--- src/sv/assert_macros.svh ---
// Assertion macros shared by the touch and sound register block.
`ifndef ASSERT_MACROS_SVH
`define ASSERT_MACROS_SVH

// Checks a property on every rising clock edge outside reset.
`define TACRB_ASSERT(lbl, prop, msg) \
  lbl: assert property (@(posedge clk_i) disable iff (!rst_ni) (prop)) else $error(msg);

// Checks that a condition holds in the cycle after a trigger.
`define TACRB_ASSERT_NEXT(lbl, pre, post, msg) \
  lbl: assert property (@(posedge clk_i) disable iff (!rst_ni) (pre) |=> (post)) \
    else $error(msg);

`endif

--- src/sv/tacrb_pkg.sv ---
// Types, codes and constants of the touch and sound register block.
package tacrb_pkg;

  localparam int unsigned CODEC_REGS = 16;
  localparam int unsigned CODEC_IDX_W = $clog2(CODEC_REGS);

  // Request modes.
  localparam logic [2:0] MODE_READ  = 3'd0;
  localparam logic [2:0] MODE_WRITE = 3'd1;
  localparam logic [2:0] MODE_DOWN  = 3'd2;
  localparam logic [2:0] MODE_MOVE  = 3'd3;
  localparam logic [2:0] MODE_UP    = 3'd4;
  localparam logic [2:0] MODE_TICK  = 3'd5;
  localparam logic [2:0] MODE_RAISE = 3'd6;

  // Register offsets.
  localparam logic [7:0] OFF_ADC_CTRL   = 8'h00;
  localparam logic [7:0] OFF_ADC_STAT   = 8'h04;
  localparam logic [7:0] OFF_CODEC_CTRL = 8'h08;
  localparam logic [7:0] OFF_CODEC_STAT = 8'h0C;
  localparam logic [7:0] OFF_CODEC_DATA = 8'h10;
  localparam logic [7:0] OFF_SOUND_CTRL = 8'h14;
  localparam logic [7:0] OFF_SOUND_STAT = 8'h18;
  localparam logic [7:0] OFF_IRQ_MASK   = 8'h1C;

  // Configuration register indexes.
  localparam int unsigned CFG_IDX_W = 1;
  localparam logic [CFG_IDX_W-1:0] CFG_PEN_PERIOD  = 1'b0;
  localparam logic [CFG_IDX_W-1:0] CFG_COORD_SCALE = 1'b1;
  localparam logic [15:0] PEN_PERIOD_RST  = 16'd5;
  localparam logic [4:0]  COORD_SCALE_RST = 5'd4;

  // Bit masks.
  localparam logic [15:0] SAMPLE_MASK   = 16'h0FFF;
  localparam logic [15:0] CAL_DONE_BITS = 16'h0C00;
  localparam logic [15:0] PEN_UP_BIT    = 16'h1000;
  localparam logic [15:0] DO_SAMPLE     = 16'h4000;
  localparam logic [15:0] SEL_Y         = 16'h0800;
  localparam logic [15:0] TIMING_EN     = 16'h0400;
  localparam logic [15:0] CODEC_WR      = 16'h0010;
  localparam logic [15:0] PLAY_EN       = 16'h4000;
  localparam logic [15:0] ADC_CLR       = 16'h001C;
  localparam logic [15:0] CODEC_CLR     = 16'h0001;
  localparam logic [15:0] SOUND_CLR     = 16'hF000;
  localparam logic [15:0] ADC_PEN_BIT   = 16'h0010;
  localparam logic [15:0] ADC_DOWN_BIT  = 16'h0008;
  localparam logic [15:0] ADC_TIME_BIT  = 16'h0004;
  localparam logic [15:0] CODEC_DONE    = 16'h0001;
  localparam logic [15:0] MASK_SOUND    = 16'h0002;

  localparam logic [CODEC_IDX_W-1:0] CODEC_IDX_PEN = CODEC_IDX_W'(9);
  localparam logic [CODEC_IDX_W-1:0] CODEC_IDX_CAL = CODEC_IDX_W'(10);

  typedef struct packed {
    logic [2:0]         mode;
    logic [7:0]         reg_offset;
    logic [31:0]        write_data;
    logic signed [15:0] pen_x;
    logic signed [15:0] pen_y;
    logic [15:0]        raise_bits;
  } item_t;

  typedef struct packed {
    logic [15:0] read_data;
    logic        irq;
    logic        fault;
    logic        playback_enable;
    logic        playback_changed;
    logic        sound_already_set;
  } result_t;

  typedef struct packed {
    logic                   we;
    logic [CODEC_IDX_W-1:0] addr;
    logic [15:0]            data;
  } ram_wr_t;

endpackage

--- src/sv/tacrb_ifs.sv ---
// Request and result channel interfaces of the touch and sound register block.
interface tacrb_item_if;
  logic               valid;
  logic               ready;
  logic [2:0]         mode;
  logic [7:0]         reg_offset;
  logic [31:0]        write_data;
  logic signed [15:0] pen_x;
  logic signed [15:0] pen_y;
  logic [15:0]        raise_bits;

  modport source (output valid, mode, reg_offset, write_data, pen_x, pen_y, raise_bits,
                  input ready);
  modport sink (input valid, mode, reg_offset, write_data, pen_x, pen_y, raise_bits,
                output ready);
endinterface

interface tacrb_result_if;
  logic        valid;
  logic        ready;
  logic [15:0] read_data;
  logic        irq;
  logic        fault;
  logic        playback_enable;
  logic        playback_changed;
  logic        sound_already_set;

  modport source (output valid, read_data, irq, fault, playback_enable, playback_changed,
                  sound_already_set, input ready);
  modport sink (input valid, read_data, irq, fault, playback_enable, playback_changed,
                sound_already_set, output ready);
endinterface

--- src/sv/touch_audio_codec_register_block.sv ---
// Touch and sound controller register block: eight 16-bit bus registers, pen events, timer
// ticks and sound-status raises, one result per request. In the accept cycle the codec
// register file entry selected by codec control is read from its RAM; in the execute state,
// once the output register is free or being emptied, the registers are updated and the
// result enters the output register. A new request is accepted only back in idle, so the
// block takes no request before it is through with the last. A waiting result does not
// block the next request, only the completion of the one after it. The register file needs
// no clearing pass after reset: a per-entry valid bit makes unwritten entries read as zero.
// Configuration writes go to the pen timing period (index 0) and the coordinate scale
// (index 1) and must arrive while no request is in flight.
`include "assert_macros.svh"

module touch_audio_codec_register_block (
  input  logic                            clk_i,
  input  logic                            rst_ni,
  input  logic                            cfg_we_i,
  input  logic [tacrb_pkg::CFG_IDX_W-1:0] cfg_index_i,
  input  logic [15:0]                     cfg_data_i,
  tacrb_item_if.sink                      item_i,
  tacrb_result_if.source                  result_o
);

  localparam logic S_IDLE = 1'b0;
  localparam logic S_EXEC = 1'b1;

  logic                                 state_q, state_d;
  tacrb_pkg::item_t                     item_q;
  tacrb_pkg::item_t                     item_in;
  tacrb_pkg::result_t                   result_q, result;
  tacrb_pkg::ram_wr_t                   ram_wr;
  logic                                 out_valid_q, out_valid_d;
  logic                                 item_acc;
  logic                                 fire;
  logic [tacrb_pkg::CODEC_REGS-1:0]     entry_vld_q;
  logic                                 entry_hit_q;
  logic [tacrb_pkg::CODEC_IDX_W-1:0]    entry_idx;
  logic [15:0]                          ram_rdata;
  logic [15:0]                          entry_word;

  assign item_in = '{mode: item_i.mode, reg_offset: item_i.reg_offset,
                     write_data: item_i.write_data, pen_x: item_i.pen_x,
                     pen_y: item_i.pen_y, raise_bits: item_i.raise_bits};

  assign item_i.ready = (state_q == S_IDLE);
  assign item_acc = item_i.valid && item_i.ready;
  // The request completes once the output register is free or being emptied.
  assign fire = (state_q == S_EXEC) && (!out_valid_q || result_o.ready);

  always_comb begin
    state_d = state_q;
    out_valid_d = out_valid_q;
    if (out_valid_q && result_o.ready) begin
      out_valid_d = 1'b0;
    end
    case (state_q)
      S_IDLE: begin
        if (item_acc) begin
          state_d = S_EXEC;
        end
      end
      S_EXEC: begin
        if (fire) begin
          state_d = S_IDLE;
          out_valid_d = 1'b1;
        end
      end
      default: state_d = S_IDLE;
    endcase
  end

  always_ff @(posedge clk_i or negedge rst_ni) begin
    if (!rst_ni) begin
      state_q     <= S_IDLE;
      out_valid_q <= 1'b0;
      entry_vld_q <= '0;
      entry_hit_q <= 1'b0;
    end else begin
      state_q     <= state_d;
      out_valid_q <= out_valid_d;
      if (ram_wr.we) begin
        entry_vld_q[ram_wr.addr] <= 1'b1;
      end
      if (item_acc) begin
        entry_hit_q <= entry_vld_q[entry_idx];
      end
    end
  end

  always_ff @(posedge clk_i) begin
    if (item_acc) begin
      item_q <= item_in;
    end
    if (fire) begin
      result_q <= result;
    end
  end

  tacrb_ram #(
    .WIDTH (16),
    .DEPTH (tacrb_pkg::CODEC_REGS)
  ) u_codec_ram (
    .clk_i   (clk_i),
    .we_i    (ram_wr.we),
    .waddr_i (ram_wr.addr),
    .wdata_i (ram_wr.data),
    .re_i    (item_acc),
    .raddr_i (entry_idx),
    .rdata_o (ram_rdata)
  );

  assign entry_word = entry_hit_q ? ram_rdata : 16'd0;

  tacrb_exec u_exec (
    .clk_i       (clk_i),
    .rst_ni      (rst_ni),
    .cfg_we_i    (cfg_we_i),
    .cfg_index_i (cfg_index_i),
    .cfg_data_i  (cfg_data_i),
    .fire_i      (fire),
    .item_i      (item_q),
    .entry_i     (entry_word),
    .entry_idx_o (entry_idx),
    .ram_wr_o    (ram_wr),
    .result_o    (result)
  );

  assign result_o.valid             = out_valid_q;
  assign result_o.read_data         = result_q.read_data;
  assign result_o.irq               = result_q.irq;
  assign result_o.fault             = result_q.fault;
  assign result_o.playback_enable   = result_q.playback_enable;
  assign result_o.playback_changed  = result_q.playback_changed;
  assign result_o.sound_already_set = result_q.sound_already_set;

  `TACRB_ASSERT(a_busy_blocks_input, (state_q == S_EXEC) |-> !item_i.ready, "input open while busy")
  `TACRB_ASSERT_NEXT(a_accept_executes, item_acc, state_q == S_EXEC, "accepted request not run")
  `TACRB_ASSERT(a_fire_has_room, fire |-> (!out_valid_q || result_o.ready), "result overwritten")
  `TACRB_ASSERT(a_ram_write_on_fire, ram_wr.we |-> fire, "codec RAM written outside execution")
  `TACRB_ASSERT(a_fault_excl_toggle, out_valid_q |-> !(result_q.fault && result_q.playback_changed), "faulted write toggled playback")

endmodule

--- src/sv/tacrb_ram.sv ---
// Generic single-port-write, registered-read RAM.
module tacrb_ram #(
  parameter int unsigned WIDTH = 16,
  parameter int unsigned DEPTH = 16
) (
  input  logic                     clk_i,
  input  logic                     we_i,
  input  logic [$clog2(DEPTH)-1:0] waddr_i,
  input  logic [WIDTH-1:0]         wdata_i,
  input  logic                     re_i,
  input  logic [$clog2(DEPTH)-1:0] raddr_i,
  output logic [WIDTH-1:0]         rdata_o
);

  logic [WIDTH-1:0] mem_q [DEPTH];
  logic [WIDTH-1:0] rdata_q;

  always_ff @(posedge clk_i) begin
    if (we_i) begin
      mem_q[waddr_i] <= wdata_i;
    end
    if (re_i) begin
      rdata_q <= mem_q[raddr_i];
    end
  end

  assign rdata_o = rdata_q;

endmodule

--- src/sv/tacrb_exec.sv ---
// Register state and per-request update logic of the touch and sound register block.
module tacrb_exec (
  input  logic                                     clk_i,
  input  logic                                     rst_ni,
  input  logic                                     cfg_we_i,
  input  logic [tacrb_pkg::CFG_IDX_W-1:0]          cfg_index_i,
  input  logic [15:0]                              cfg_data_i,
  input  logic                                     fire_i,
  input  tacrb_pkg::item_t                         item_i,
  input  logic [15:0]                              entry_i,
  output logic [tacrb_pkg::CODEC_IDX_W-1:0]        entry_idx_o,
  output tacrb_pkg::ram_wr_t                       ram_wr_o,
  output tacrb_pkg::result_t                       result_o
);

  localparam int unsigned CODEC_IDX_W_LOCAL = tacrb_pkg::CODEC_IDX_W;

  logic [15:0] pen_period_q;
  logic [4:0]  coord_scale_q;

  logic [15:0] adc_ctrl_q, adc_ctrl_d;
  logic [15:0] adc_stat_q, adc_stat_d;
  logic [15:0] codec_ctrl_q, codec_ctrl_d;
  logic [15:0] codec_stat_q, codec_stat_d;
  logic [15:0] codec_data_q, codec_data_d;
  logic [15:0] sound_ctrl_q, sound_ctrl_d;
  logic [15:0] sound_stat_q, sound_stat_d;
  logic [15:0] irq_mask_q, irq_mask_d;
  logic [11:0] sample_x_q, sample_x_d;
  logic [11:0] sample_y_q, sample_y_d;
  logic        pen_down_q, pen_down_d;
  logic [15:0] tick_q, tick_d;
  logic        timing_en_q, timing_en_d;

  logic [11:0] raw_x, raw_y;
  logic [15:0] wval;
  logic [15:0] entry_word;
  logic [16:0] tick_inc;
  logic [CODEC_IDX_W_LOCAL-1:0] idx;

  // Clamp at zero, scale, and saturate to the 12-bit sample range.
  function automatic logic [11:0] to_raw(logic signed [15:0] v, logic [4:0] scale);
    logic [19:0] prod;
    prod = 20'(v[14:0]) * 20'(scale);
    if (v[15]) begin
      return 12'd0;
    end else if (prod > 20'(tacrb_pkg::SAMPLE_MASK)) begin
      return tacrb_pkg::SAMPLE_MASK[11:0];
    end
    return prod[11:0];
  endfunction

  assign raw_x = to_raw(item_i.pen_x, coord_scale_q);
  assign raw_y = to_raw(item_i.pen_y, coord_scale_q);
  assign wval = item_i.write_data[15:0];
  assign idx = codec_ctrl_q[CODEC_IDX_W_LOCAL-1:0];
  assign entry_idx_o = idx;
  assign tick_inc = {1'b0, tick_q} + 17'd1;

  // Entry read through codec data, with the hardwired status bits folded in.
  always_comb begin
    entry_word = entry_i;
    if (idx == tacrb_pkg::CODEC_IDX_CAL) begin
      entry_word = entry_word | tacrb_pkg::CAL_DONE_BITS;
    end
    if (idx == tacrb_pkg::CODEC_IDX_PEN) begin
      entry_word = pen_down_q ? (entry_word & ~tacrb_pkg::PEN_UP_BIT)
                              : (entry_word | tacrb_pkg::PEN_UP_BIT);
    end
  end

  always_comb begin
    adc_ctrl_d   = adc_ctrl_q;
    adc_stat_d   = adc_stat_q;
    codec_ctrl_d = codec_ctrl_q;
    codec_stat_d = codec_stat_q;
    codec_data_d = codec_data_q;
    sound_ctrl_d = sound_ctrl_q;
    sound_stat_d = sound_stat_q;
    irq_mask_d   = irq_mask_q;
    sample_x_d   = sample_x_q;
    sample_y_d   = sample_y_q;
    pen_down_d   = pen_down_q;
    tick_d       = tick_q;
    timing_en_d  = timing_en_q;
    ram_wr_o     = '{we: 1'b0, addr: idx, data: wval};
    result_o     = '0;

    case (item_i.mode)
      tacrb_pkg::MODE_READ: begin
        case (item_i.reg_offset)
          tacrb_pkg::OFF_ADC_CTRL:   result_o.read_data = adc_ctrl_q;
          tacrb_pkg::OFF_ADC_STAT:   result_o.read_data = adc_stat_q;
          tacrb_pkg::OFF_CODEC_CTRL: result_o.read_data = codec_ctrl_q;
          tacrb_pkg::OFF_CODEC_STAT: result_o.read_data = codec_stat_q;
          tacrb_pkg::OFF_CODEC_DATA: result_o.read_data = codec_data_q;
          tacrb_pkg::OFF_SOUND_CTRL: result_o.read_data = sound_ctrl_q;
          tacrb_pkg::OFF_SOUND_STAT: result_o.read_data = sound_stat_q;
          tacrb_pkg::OFF_IRQ_MASK:   result_o.read_data = irq_mask_q;
          default:                   result_o.fault = 1'b1;
        endcase
      end
      tacrb_pkg::MODE_WRITE: begin
        if (item_i.write_data[31:16] != 16'd0) begin
          result_o.fault = 1'b1;
        end else begin
          case (item_i.reg_offset)
            tacrb_pkg::OFF_ADC_CTRL: begin
              adc_ctrl_d = wval;
              if ((wval & tacrb_pkg::DO_SAMPLE) != 16'd0) begin
                adc_ctrl_d = {wval[15:12],
                              ((wval & tacrb_pkg::SEL_Y) != 16'd0) ? sample_y_q : sample_x_q};
                adc_stat_d = adc_stat_q | tacrb_pkg::ADC_PEN_BIT;
              end
              timing_en_d = (wval & tacrb_pkg::TIMING_EN) != 16'd0;
              if (timing_en_d && !timing_en_q) begin
                tick_d = 16'd0;
              end
            end
            tacrb_pkg::OFF_ADC_STAT: begin
              if ((wval & ~tacrb_pkg::ADC_CLR) != 16'd0) begin
                result_o.fault = 1'b1;
              end else begin
                adc_stat_d = adc_stat_q & ~wval;
              end
            end
            tacrb_pkg::OFF_CODEC_CTRL: codec_ctrl_d = wval;
            tacrb_pkg::OFF_CODEC_STAT: begin
              if ((wval & ~tacrb_pkg::CODEC_CLR) != 16'd0) begin
                result_o.fault = 1'b1;
              end else begin
                codec_stat_d = codec_stat_q & ~wval;
              end
            end
            tacrb_pkg::OFF_CODEC_DATA: begin
              if ((codec_ctrl_q & tacrb_pkg::CODEC_WR) != 16'd0) begin
                ram_wr_o.we  = fire_i;
                codec_data_d = wval;
              end else begin
                codec_data_d = entry_word;
              end
              codec_stat_d = codec_stat_q | tacrb_pkg::CODEC_DONE;
            end
            tacrb_pkg::OFF_SOUND_CTRL: begin
              result_o.playback_changed = ((sound_ctrl_q ^ wval) & tacrb_pkg::PLAY_EN) != 16'd0;
              sound_ctrl_d = wval;
            end
            tacrb_pkg::OFF_SOUND_STAT: begin
              if ((wval & ~tacrb_pkg::SOUND_CLR) != 16'd0) begin
                result_o.fault = 1'b1;
              end else begin
                sound_stat_d = sound_stat_q & ~wval;
              end
            end
            tacrb_pkg::OFF_IRQ_MASK: irq_mask_d = wval;
            default: result_o.fault = 1'b1;
          endcase
        end
      end
      tacrb_pkg::MODE_DOWN: begin
        sample_x_d = raw_x;
        sample_y_d = raw_y;
        adc_stat_d = adc_stat_q | tacrb_pkg::ADC_DOWN_BIT;
        pen_down_d = 1'b1;
      end
      tacrb_pkg::MODE_MOVE: begin
        if (pen_down_q) begin
          sample_x_d = raw_x;
          sample_y_d = raw_y;
        end
      end
      tacrb_pkg::MODE_UP: pen_down_d = 1'b0;
      tacrb_pkg::MODE_TICK: begin
        if (timing_en_q) begin
          // A period of zero behaves as one since the increment is at least one.
          if (tick_inc >= {1'b0, pen_period_q}) begin
            tick_d     = 16'd0;
            adc_stat_d = adc_stat_q | tacrb_pkg::ADC_TIME_BIT;
          end else begin
            tick_d = tick_inc[15:0];
          end
        end
      end
      tacrb_pkg::MODE_RAISE: begin
        result_o.sound_already_set = (sound_stat_q & item_i.raise_bits) != 16'd0;
        sound_stat_d = sound_stat_q | item_i.raise_bits;
      end
      default: ;
    endcase

    result_o.irq = ((adc_stat_d & irq_mask_d & tacrb_pkg::ADC_CLR) != 16'd0)
                || ((codec_stat_d & irq_mask_d & tacrb_pkg::CODEC_CLR) != 16'd0)
                || (((irq_mask_d & tacrb_pkg::MASK_SOUND) != 16'd0)
                    && ((sound_stat_d & tacrb_pkg::SOUND_CLR) != 16'd0));
    result_o.playback_enable = (sound_ctrl_d & tacrb_pkg::PLAY_EN) != 16'd0;
  end

  always_ff @(posedge clk_i or negedge rst_ni) begin
    if (!rst_ni) begin
      pen_period_q  <= tacrb_pkg::PEN_PERIOD_RST;
      coord_scale_q <= tacrb_pkg::COORD_SCALE_RST;
    end else if (cfg_we_i) begin
      case (cfg_index_i)
        tacrb_pkg::CFG_PEN_PERIOD:  pen_period_q  <= cfg_data_i;
        tacrb_pkg::CFG_COORD_SCALE: coord_scale_q <= cfg_data_i[4:0];
        default: ;
      endcase
    end
  end

  always_ff @(posedge clk_i or negedge rst_ni) begin
    if (!rst_ni) begin
      adc_ctrl_q   <= '0;
      adc_stat_q   <= '0;
      codec_ctrl_q <= '0;
      codec_stat_q <= '0;
      codec_data_q <= '0;
      sound_ctrl_q <= '0;
      sound_stat_q <= '0;
      irq_mask_q   <= '0;
      sample_x_q   <= '0;
      sample_y_q   <= '0;
      pen_down_q   <= 1'b0;
      tick_q       <= '0;
      timing_en_q  <= 1'b0;
    end else if (fire_i) begin
      adc_ctrl_q   <= adc_ctrl_d;
      adc_stat_q   <= adc_stat_d;
      codec_ctrl_q <= codec_ctrl_d;
      codec_stat_q <= codec_stat_d;
      codec_data_q <= codec_data_d;
      sound_ctrl_q <= sound_ctrl_d;
      sound_stat_q <= sound_stat_d;
      irq_mask_q   <= irq_mask_d;
      sample_x_q   <= sample_x_d;
      sample_y_q   <= sample_y_d;
      pen_down_q   <= pen_down_d;
      tick_q       <= tick_d;
      timing_en_q  <= timing_en_d;
    end
  end

endmodule

--- src/flat_wrapper.sv ---
// flat-port wrapper written by rule: the top's interface ports become plain ports
module touch_audio_codec_register_block_flat 
  (clk_i, rst_ni, cfg_we_i, cfg_index_i, cfg_data_i, item_i_valid, item_i_mode, item_i_reg_offset, item_i_write_data, item_i_pen_x, item_i_pen_y, item_i_raise_bits, item_i_ready, result_o_valid, result_o_read_data, result_o_irq, result_o_fault, result_o_playback_enable, result_o_playback_changed, result_o_sound_already_set, result_o_ready);
  tacrb_item_if item_i_i ();
  tacrb_result_if result_o_i ();
  input  logic clk_i;
  input  logic rst_ni;
  input  logic cfg_we_i;
  input  logic [tacrb_pkg::CFG_IDX_W-1:0] cfg_index_i;
  input  logic [15:0] cfg_data_i;
  input wire logic [$bits(item_i_i.valid)-1:0] item_i_valid;
  input wire logic [$bits(item_i_i.mode)-1:0] item_i_mode;
  input wire logic [$bits(item_i_i.reg_offset)-1:0] item_i_reg_offset;
  input wire logic [$bits(item_i_i.write_data)-1:0] item_i_write_data;
  input wire logic [$bits(item_i_i.pen_x)-1:0] item_i_pen_x;
  input wire logic [$bits(item_i_i.pen_y)-1:0] item_i_pen_y;
  input wire logic [$bits(item_i_i.raise_bits)-1:0] item_i_raise_bits;
  output wire logic [$bits(item_i_i.ready)-1:0] item_i_ready;
  output wire logic [$bits(result_o_i.valid)-1:0] result_o_valid;
  output wire logic [$bits(result_o_i.read_data)-1:0] result_o_read_data;
  output wire logic [$bits(result_o_i.irq)-1:0] result_o_irq;
  output wire logic [$bits(result_o_i.fault)-1:0] result_o_fault;
  output wire logic [$bits(result_o_i.playback_enable)-1:0] result_o_playback_enable;
  output wire logic [$bits(result_o_i.playback_changed)-1:0] result_o_playback_changed;
  output wire logic [$bits(result_o_i.sound_already_set)-1:0] result_o_sound_already_set;
  input wire logic [$bits(result_o_i.ready)-1:0] result_o_ready;
  assign item_i_i.valid = item_i_valid;
  assign item_i_i.mode = item_i_mode;
  assign item_i_i.reg_offset = item_i_reg_offset;
  assign item_i_i.write_data = item_i_write_data;
  assign item_i_i.pen_x = item_i_pen_x;
  assign item_i_i.pen_y = item_i_pen_y;
  assign item_i_i.raise_bits = item_i_raise_bits;
  assign item_i_ready = item_i_i.ready;
  assign result_o_valid = result_o_i.valid;
  assign result_o_read_data = result_o_i.read_data;
  assign result_o_irq = result_o_i.irq;
  assign result_o_fault = result_o_i.fault;
  assign result_o_playback_enable = result_o_i.playback_enable;
  assign result_o_playback_changed = result_o_i.playback_changed;
  assign result_o_sound_already_set = result_o_i.sound_already_set;
  assign result_o_i.ready = result_o_ready;
  touch_audio_codec_register_block u_core (.clk_i(clk_i), .rst_ni(rst_ni), .cfg_we_i(cfg_we_i), .cfg_index_i(cfg_index_i), .cfg_data_i(cfg_data_i), .item_i(item_i_i), .result_o(result_o_i));
endmodule
--- config.mk ---
export PLATFORM = sky130hd
export DESIGN_NAME = touch_audio_codec_register_block_flat
export DESIGN_NICKNAME = d
export VERILOG_FILES = /design/src/sv/tacrb_pkg.sv /design/src/sv/tacrb_ifs.sv /design/src/sv/touch_audio_codec_register_block.sv /design/src/sv/tacrb_ram.sv /design/src/sv/tacrb_exec.sv /design/src/flat_wrapper.sv
export VERILOG_INCLUDE_DIRS = /design/src /design/src/sv
export SDC_FILE = /design/constraint.sdc
export NUM_CORES = 1
export LEC_CHECK = 0
export BUFFER_PORTS_ARGS = -buffer_cell sky130_fd_sc_hd__buf_4
export CAP_MARGIN = 15
export CORE_MARGIN = 4
export CORE_UTILIZATION = 52
export DETAILED_ROUTE_END_ITERATION = 16
export PLACE_DENSITY = 0.69
export SYNTH_ARGS = -nofsm -noshare
export SYNTH_HDL_FRONTEND = slang
export SYNTH_SLANG_ARGS = --single-unit
--- constraint.sdc ---
create_clock -name clk_i -period 9.1 [get_ports clk_i]
set_input_delay 0.91 -clock clk_i [delete_from_list [all_inputs] [get_ports clk_i]]
set_output_delay 0.91 -clock clk_i [all_outputs]
set_load 0.1 [all_outputs]
# [Yosys cells after proc, flatten, opt, wreduce, memory -nomap -nowiden]
# Memory sizes are Yosys's and may differ from the RTL's. A register that Yosys moved wholly into a read port is not among the register bits.
# Index checks and enable logic that the tools add are counted.
# Widths: inputs -> output; s select.
[totals] ff_bits=322 latchBits=0 mem_bits_rw=256 mem_bits_ro=0 inputBits=113 mem_count=1
[classes] n_addsub=1 mul=2 n_div=0 n_lt_le_gt_ge=5 eq_ne=22 shifts=0 mux=73 bitwise=15 n_reduce_logical=37
[mem_list] name="u_core.u_codec_ram.mem_q" words=16 width=16 read_ports=1 rd_clocked_by_memory_dff=1 write_ports=1 line="tacrb_ram.sv:15" source="logic [WIDTH-1:0] mem_q [DEPTH];"
[ops] cell="$mux 16" count=18
[ops] cell="$pmux 16 s2" count=4
[ops] cell="$pmux 16 s8" count=1
[ops] cell="$mux 12" count=10
[ops] cell="$reduce_bool 16->1" count=7
[ops] cell="$and 16x16->16" count=4
[ops] cell="$mux 15" count=4
[ops] cell="$pmux 12 s2" count=2
[ops] cell="$pmux 16 s3" count=1
[ops] cell="$gt 20x12->1 const B" count=2
[ops] cell="$mul 15x5->20" count=2
[ops] cell="$eq 8x5->1 const B" count=4
[ops] cell="$or 16x16->16" count=2
[ops] cell="$mux 13" count=2
[ops] cell="$mux 1" count=22
[ops] cell="$add 16x1->17 const B" count=1
[ops] cell="$ge 17x16->1" count=1
[ops] cell="$eq 8x4->1 const B" count=2
[ops] cell="$not 16->16" count=1
[ops] cell="$reduce_and 4->1" count=4
[ops] cell="$xor 15x15->15" count=1
[ops] cell="$ne 2x2->1 const B" count=5
[ops] cell="$eq 3x3->1 const B" count=3
[ops] cell="$eq 4x4->1 const B" count=2
[ops] cell="other kinds (28)" count=50

# [Longest topological paths before layout]
[depth] depth_word=10 depth_mapped=19 depth_no_buf=16

# [Cells and area by module]
# From an unflattened synthesis, not the netlist that was laid out.
[unflattened] cells_unflattened=2204 hier_area_um2=29204.3
[by_module_without_submodules] mod="tacrb_exec" n_inst=1 cells_each=1582 area_each_um2=14691.6 seq_area_each_um2=4783.3
[by_module_without_submodules] mod="tacrb_ram" n_inst=1 cells_each=432 area_each_um2=10202.3 seq_area_each_um2=8167.8
[by_module_without_submodules] mod="touch_audio_codec_register_block" n_inst=1 cells_each=190 area_each_um2=4310.4 seq_area_each_um2=3838.7

# [Least setup slack after synthesis]
# No wires, ideal clock.
[synth_path] path_kind="input to register" startpoint="in item_i_valid" endpoint="reg u_core.entry_hit_q" setup_time_ns=0.089 arrival_time_ns=6.388 path_slack_ns=2.623 stages=2 n_path_buf=0 path_cell_list="nor2b_1 mux2_2"
[synth_between] elab_chain_len=1
[synth_rtl] item="start, declared" line="flat_wrapper.sv:11" source="input wire logic [$bits(item_i_i.valid)-1:0] item_i_valid;"
[synth_rtl] item="$logic_and 1x1->1" line="touch_audio_codec_register_block.sv:45" source="assign item_acc = item_i.valid && item_i.ready;"
[synth_rtl] item="end signal, assigned" line="touch_audio_codec_register_block.sv:84" source="entry_hit_q <= entry_vld_q[entry_idx];"
[synth_rtl] item="end, declared" line="touch_audio_codec_register_block.sv:35" source="logic entry_hit_q;"
# Every way passes these cells.
# A chain may end at the register's enable or synchronous reset.

# [Final worst setup path]
[layout_path] startpoint="reg u_core.u_exec.coord_scale_q[3]" endpoint="reg u_core.u_exec.sample_x_q[2]"
[layout_between] elab_chain_len=7
[layout_rtl] item="start, declared" line="tacrb_exec.sv:19" source="logic [4:0] coord_scale_q;"
[layout_rtl] item="start signal, assigned" line="tacrb_exec.sv:201" source="coord_scale_q <= tacrb_pkg::COORD_SCALE_RST;"
[layout_rtl] item="start signal, assigned" line="tacrb_exec.sv:205" source="tacrb_pkg::CFG_COORD_SCALE: coord_scale_q <= cfg_data_i[4:0];"
[layout_rtl] item="$mul 15x5->20 *" line="tacrb_exec.sv:44" source="prod = 20'(v[14:0]) * 20'(scale);"
[layout_rtl] item="$gt 20x12->1 *" line="tacrb_exec.sv:47" source="end else if (prod > 20'(tacrb_pkg::SAMPLE_MASK)) begin"
[layout_rtl] item="$mux 1 *" line="tacrb_exec.sv:47"
[layout_rtl] item="$mux 1 *" line="tacrb_exec.sv:45" source="if (v[15]) begin"
[layout_rtl] item="$mux 12 *" line="tacrb_exec.sv:50" source="return prod[11:0];"
[layout_rtl] item="$mux 12" line="tacrb_exec.sv:167" source="if (pen_down_q) begin"
[layout_rtl] item="$pmux 12 s2 *" line="tacrb_exec.sv:89" source="case (item_i.mode)"
[layout_rtl] item="end signal, assigned" line="tacrb_exec.sv:235" source="sample_x_q <= sample_x_d;"
[layout_rtl] item="end, declared" line="tacrb_exec.sv:29" source="logic [11:0] sample_x_q, sample_x_d;"
# Every way passes the cells marked *; elsewhere a longest branch is shown, timed or not. The select of a mux whose other input is x is not followed.

==> flow_summary.json <==
{
  "antenna_found_initial": 0,
  "core_mm2": 0.0540,
  "synth-edff-count": 384,
  "synth_flop_cell": "edfxtp_1",
  "critPathLaunch": "u_core.u_exec.coord_scale_q[3]",
  "multi_input_area_mm2": 0.0108,
  "cts_hold_buf": 0,
  "final_core_util": 0.598,
  "largest-register": "u_core.u_codec_ram.mem_q",
  "rows": 85,
  "worstReg2RegStart": "u_core.u_exec.coord_scale_q[3]",
  "synth_cell_type_count": 82,
  "rsz0062_at_grt": "false",
  "drc": 0,
  "wl_met3_um": 4420,
  "yosys-top-cells-area": "edfxtp_1, dfrtp_1, mux4_2",
  "reg2reg_slack_ns": 3.57,
  "p_leak_nw": 13.0,
  "grt_pass1_vias": 17832,
  "clock_latency_ns": 0.65,
  "routabilityCongestion": 0.844,
  "end_kind": "register",
  "largest_register_ffs": 256,
  "root_buffer": "clkbuf_16",
  "status": "completed",
  "postCtsSetupBuffers": 0,
  "vias": 17255,
  "gr-total-overflow": 0,
  "top_regs": "u_core.u_codec_ram.mem_q (256), u_core.item_q (91)",
  "synth_top_family_by_area": "multiplexers",
  "r2r_cells": 16,
  "slew-limit-headroom": 0.250,
  "clk_pin_slew_ns": 0.06,
  "final_layout_size_suffix_gt1_frac": 0.218,
  "hold_viol": 0,
  "cp_data_arrival_time_ns": 6.09,
  "via_per_inst": 5.92,
  "regArea_mm2": 0.0168,
  "path_class": "register to register",
  "max_freq_mhz": 181,
  "yosysTopAreaCellShare": 0.404,
  "die_h_um": 242,
  "cts_tree": "done",
  "timing.rr.end": "u_core.u_exec.sample_x_q[2]",
  "drtIter0Drc": 1524,
  "crit_top_cell": "fa_1",
  "num_antenna_cells": 0,
  "powerDensity_mw_per_mm2": 234,
  "drv_cap": 0,
  "floorplan.initialDensity": 0.528,
  "synthMuxAreaShare": 0.102,
  "fill_cells": 4104,
  "finalMaxSlewViolations": 0,
  "routed_wl_um": 65200,
  "final_nets": 2432,
  "ys_ff_latch": 594,
  "cts.sinks": 594,
  "die_w_um": 242,
  "avgSynthCellArea_um2": 13.9,
  "skew_ns": 0.0484,
  "drtPass1Iterations": 5,
  "hold_class": "input port to asynchronous set/reset pin",
  "grt_pass1_wl_um": 103000,
  "cp-start-kind": "register",
  "grt.total_usage": 0.223,
  "cts_resized": 0,
  "fin_crit_sh": 0.608,
  "ir_drop_v": 0.000190,
  "ant_nets": 0,
  "tns_ns": 0,
  "ys_seq_area_frac": 0.589,
  "grt_max_degree": 99,
  "cp_cell_sequence": "and2_1 -> fa_1 -> fa_1 -> inv_1 -> fa_1 -> inv_1 -> ha_1 -> a2111oi_0 -> o21ai_1 -> o311a_2 -> a211oi_1 -> xnor2_1 -> a311oi_1 -> a311oi_1 -> buf_2 -> a221o_1",
  "io_pins": 136,
  "ys_warn_count": 0,
  "synth_fp_nets": 2313,
  "ys_top_cells_by_count": "edfxtp_1, dfrtp_1, nand2_1, inv_1, and2_1",
  "netlist.top_cell.by_area": "edfxtp_1",
  "wl_met2_um": 31700,
  "synth_compound_area_frac": 0.0892,
  "htreeDepth": 2,
  "setup_viol_count_final": 0,
  "tightest_slew_ns": 1.12,
  "cp_slowest_stage_delay_ns": 0.88,
  "finalCriticalPeriod_ns": 5.53,
  "area_growth_pct": 13.4,
  "cts_made_buffers": 60,
  "synth_adder_area_share": 0.0868,
  "slowest_stage": "dfrtp_1",
  "path_max_fanout": 31,
  "io_buffer_count": 135,
  "required_ns": 9.66,
  "syn_inst": 2049,
  "drt-met1-wl_um": 27600,
  "crit_end": "u_core.u_exec.sample_x_q[2]",
  "synth-xor-area-share": 0.0101,
  "syn_area_mm2": 0.0285,
  "hpwlAfterDp_um": 42700,
  "yosysMostFrequentCell": "edfxtp_1",
  "routed.top_layer": "met4",
  "synth-simple-area-share": 0.0885,
  "wl_per_cell_um": 22.4,
  "ctsLongestPathBuffers": 3,
  "synthArstFlopShare": 0.354,
  "floorplan.die_area_mm2": 0.0586
}
[where the power goes]
group / switching, mW / total [mW] / internal, mW
Sequential: 0.154 / 3.20 / 3.05
Clock: 1.06 / 2.53 / 1.47
Combinational: 1.09 / 1.85 / 0.752
Total: 2.30 / 7.58 / 5.27
[cell usage in the layout, fill, tap and decap left out, types with 8 or more instances in the layout]
master,n
edfxtp_1,384
dfrtp_1,205
buf_4,175
nand2_1,139
inv_1,131
and2_1,114
mux4_2,85
o21ai_0,82
fa_1,78
nor2_1,77
ha_1,73
mux2_2,71
clkbuf_16,62
a22oi_1,60
a21oi_1,52
a21o_1,23
xnor2_1,22
or2_2,21
nand3_1,21
mux2i_1,20
a221o_1,19
a22o_1,18
a221oi_1,17
nand2b_1,15
nor3_1,14
a31oi_1,14
clkbuf_8,14
nand4_1,13
a211oi_1,13
xor2_1,11
a41oi_1,11
clkbuf_1,11
nor2b_1,10
clkinv_2,10
and3_1,9
o211ai_1,8
o21a_1,8
[per-stage QoR]
step           total power, mW  hold WS, ns  setup slack [ns]  instances  area (µm²)
2_1_floorplan             4.62        0.425              2.62       2049       28500
3_3_place_gp              5.04        0.361              3.41       2801       30300
3_5_place_dp              5.09        0.366              3.62       2802       30300
4_1_cts                   7.63        0.356              3.59       2916       32300
5_1_grt                   8.01        0.387              3.22       2916       32300
6_report                  7.58        0.336              3.57       2916       32300
[metal layers]
layer  vias up  global-route usage
met5         -                   0
met4         0              0.0551
met3        93              0.0467
met2       589               0.365
met1      8746               0.311
li1       7827                   -
[worst min path at each step]
stage	end	start	cells past startpoint	slack, ns
2_1_floorplan	u_core.u_exec.codec_stat_q[11]	u_core.u_exec.codec_stat_q[11]	1	0.43
3_3_place_gp	u_core.u_exec.codec_stat_q[11]	u_core.u_exec.codec_stat_q[11]	0	0.36
3_5_place_dp	u_core.u_exec.codec_stat_q[12]	u_core.u_exec.codec_stat_q[12]	0	0.37
4_1_cts	u_core.result_o.valid	rst_ni	1	0.36
5_1_grt	u_core.u_exec.codec_stat_q[14]	rst_ni	1	0.39
6_report	u_core.u_exec.codec_stat_q[14]	rst_ni	1	0.34
[area by class of cell]
class | instances | area share
flip-flops and latches | 594 | 0.519
repair buffers | 177 | 0.0412
well taps | 696 | 0.0269
clock inverters | 28 | 0.00944
inverters | 131 | 0.0152
multi-input cells | 1204 | 0.333
clock buffers | 86 | 0.0548
[logic make-up after synthesis]
| kind of cell | after synthesis |
|---|---|
| xor gates and xnor gates | 33 |
| DFF | 594 |
| and+or+nand+nor | 481 |
| AOI/OAI and AO/OA | 363 |
| muxes | 176 |
| buffers and inverters | 251 |
| adders and majority gates | 151 |
[worst max-delay path: cells and delay by family, from the launching register on]
kind,cells,cell delay [ns]
adder cells (fa/ha/maj),4,1.89
buffers and inverters,3,0.38
AND/OR/NAND/NOR,1,0.26
AO/OA/AOI/OAI,7,1.84
XOR/XNOR,1,0.19
flip-flops,1,0.88
Power figures use the tool's default switching activity.
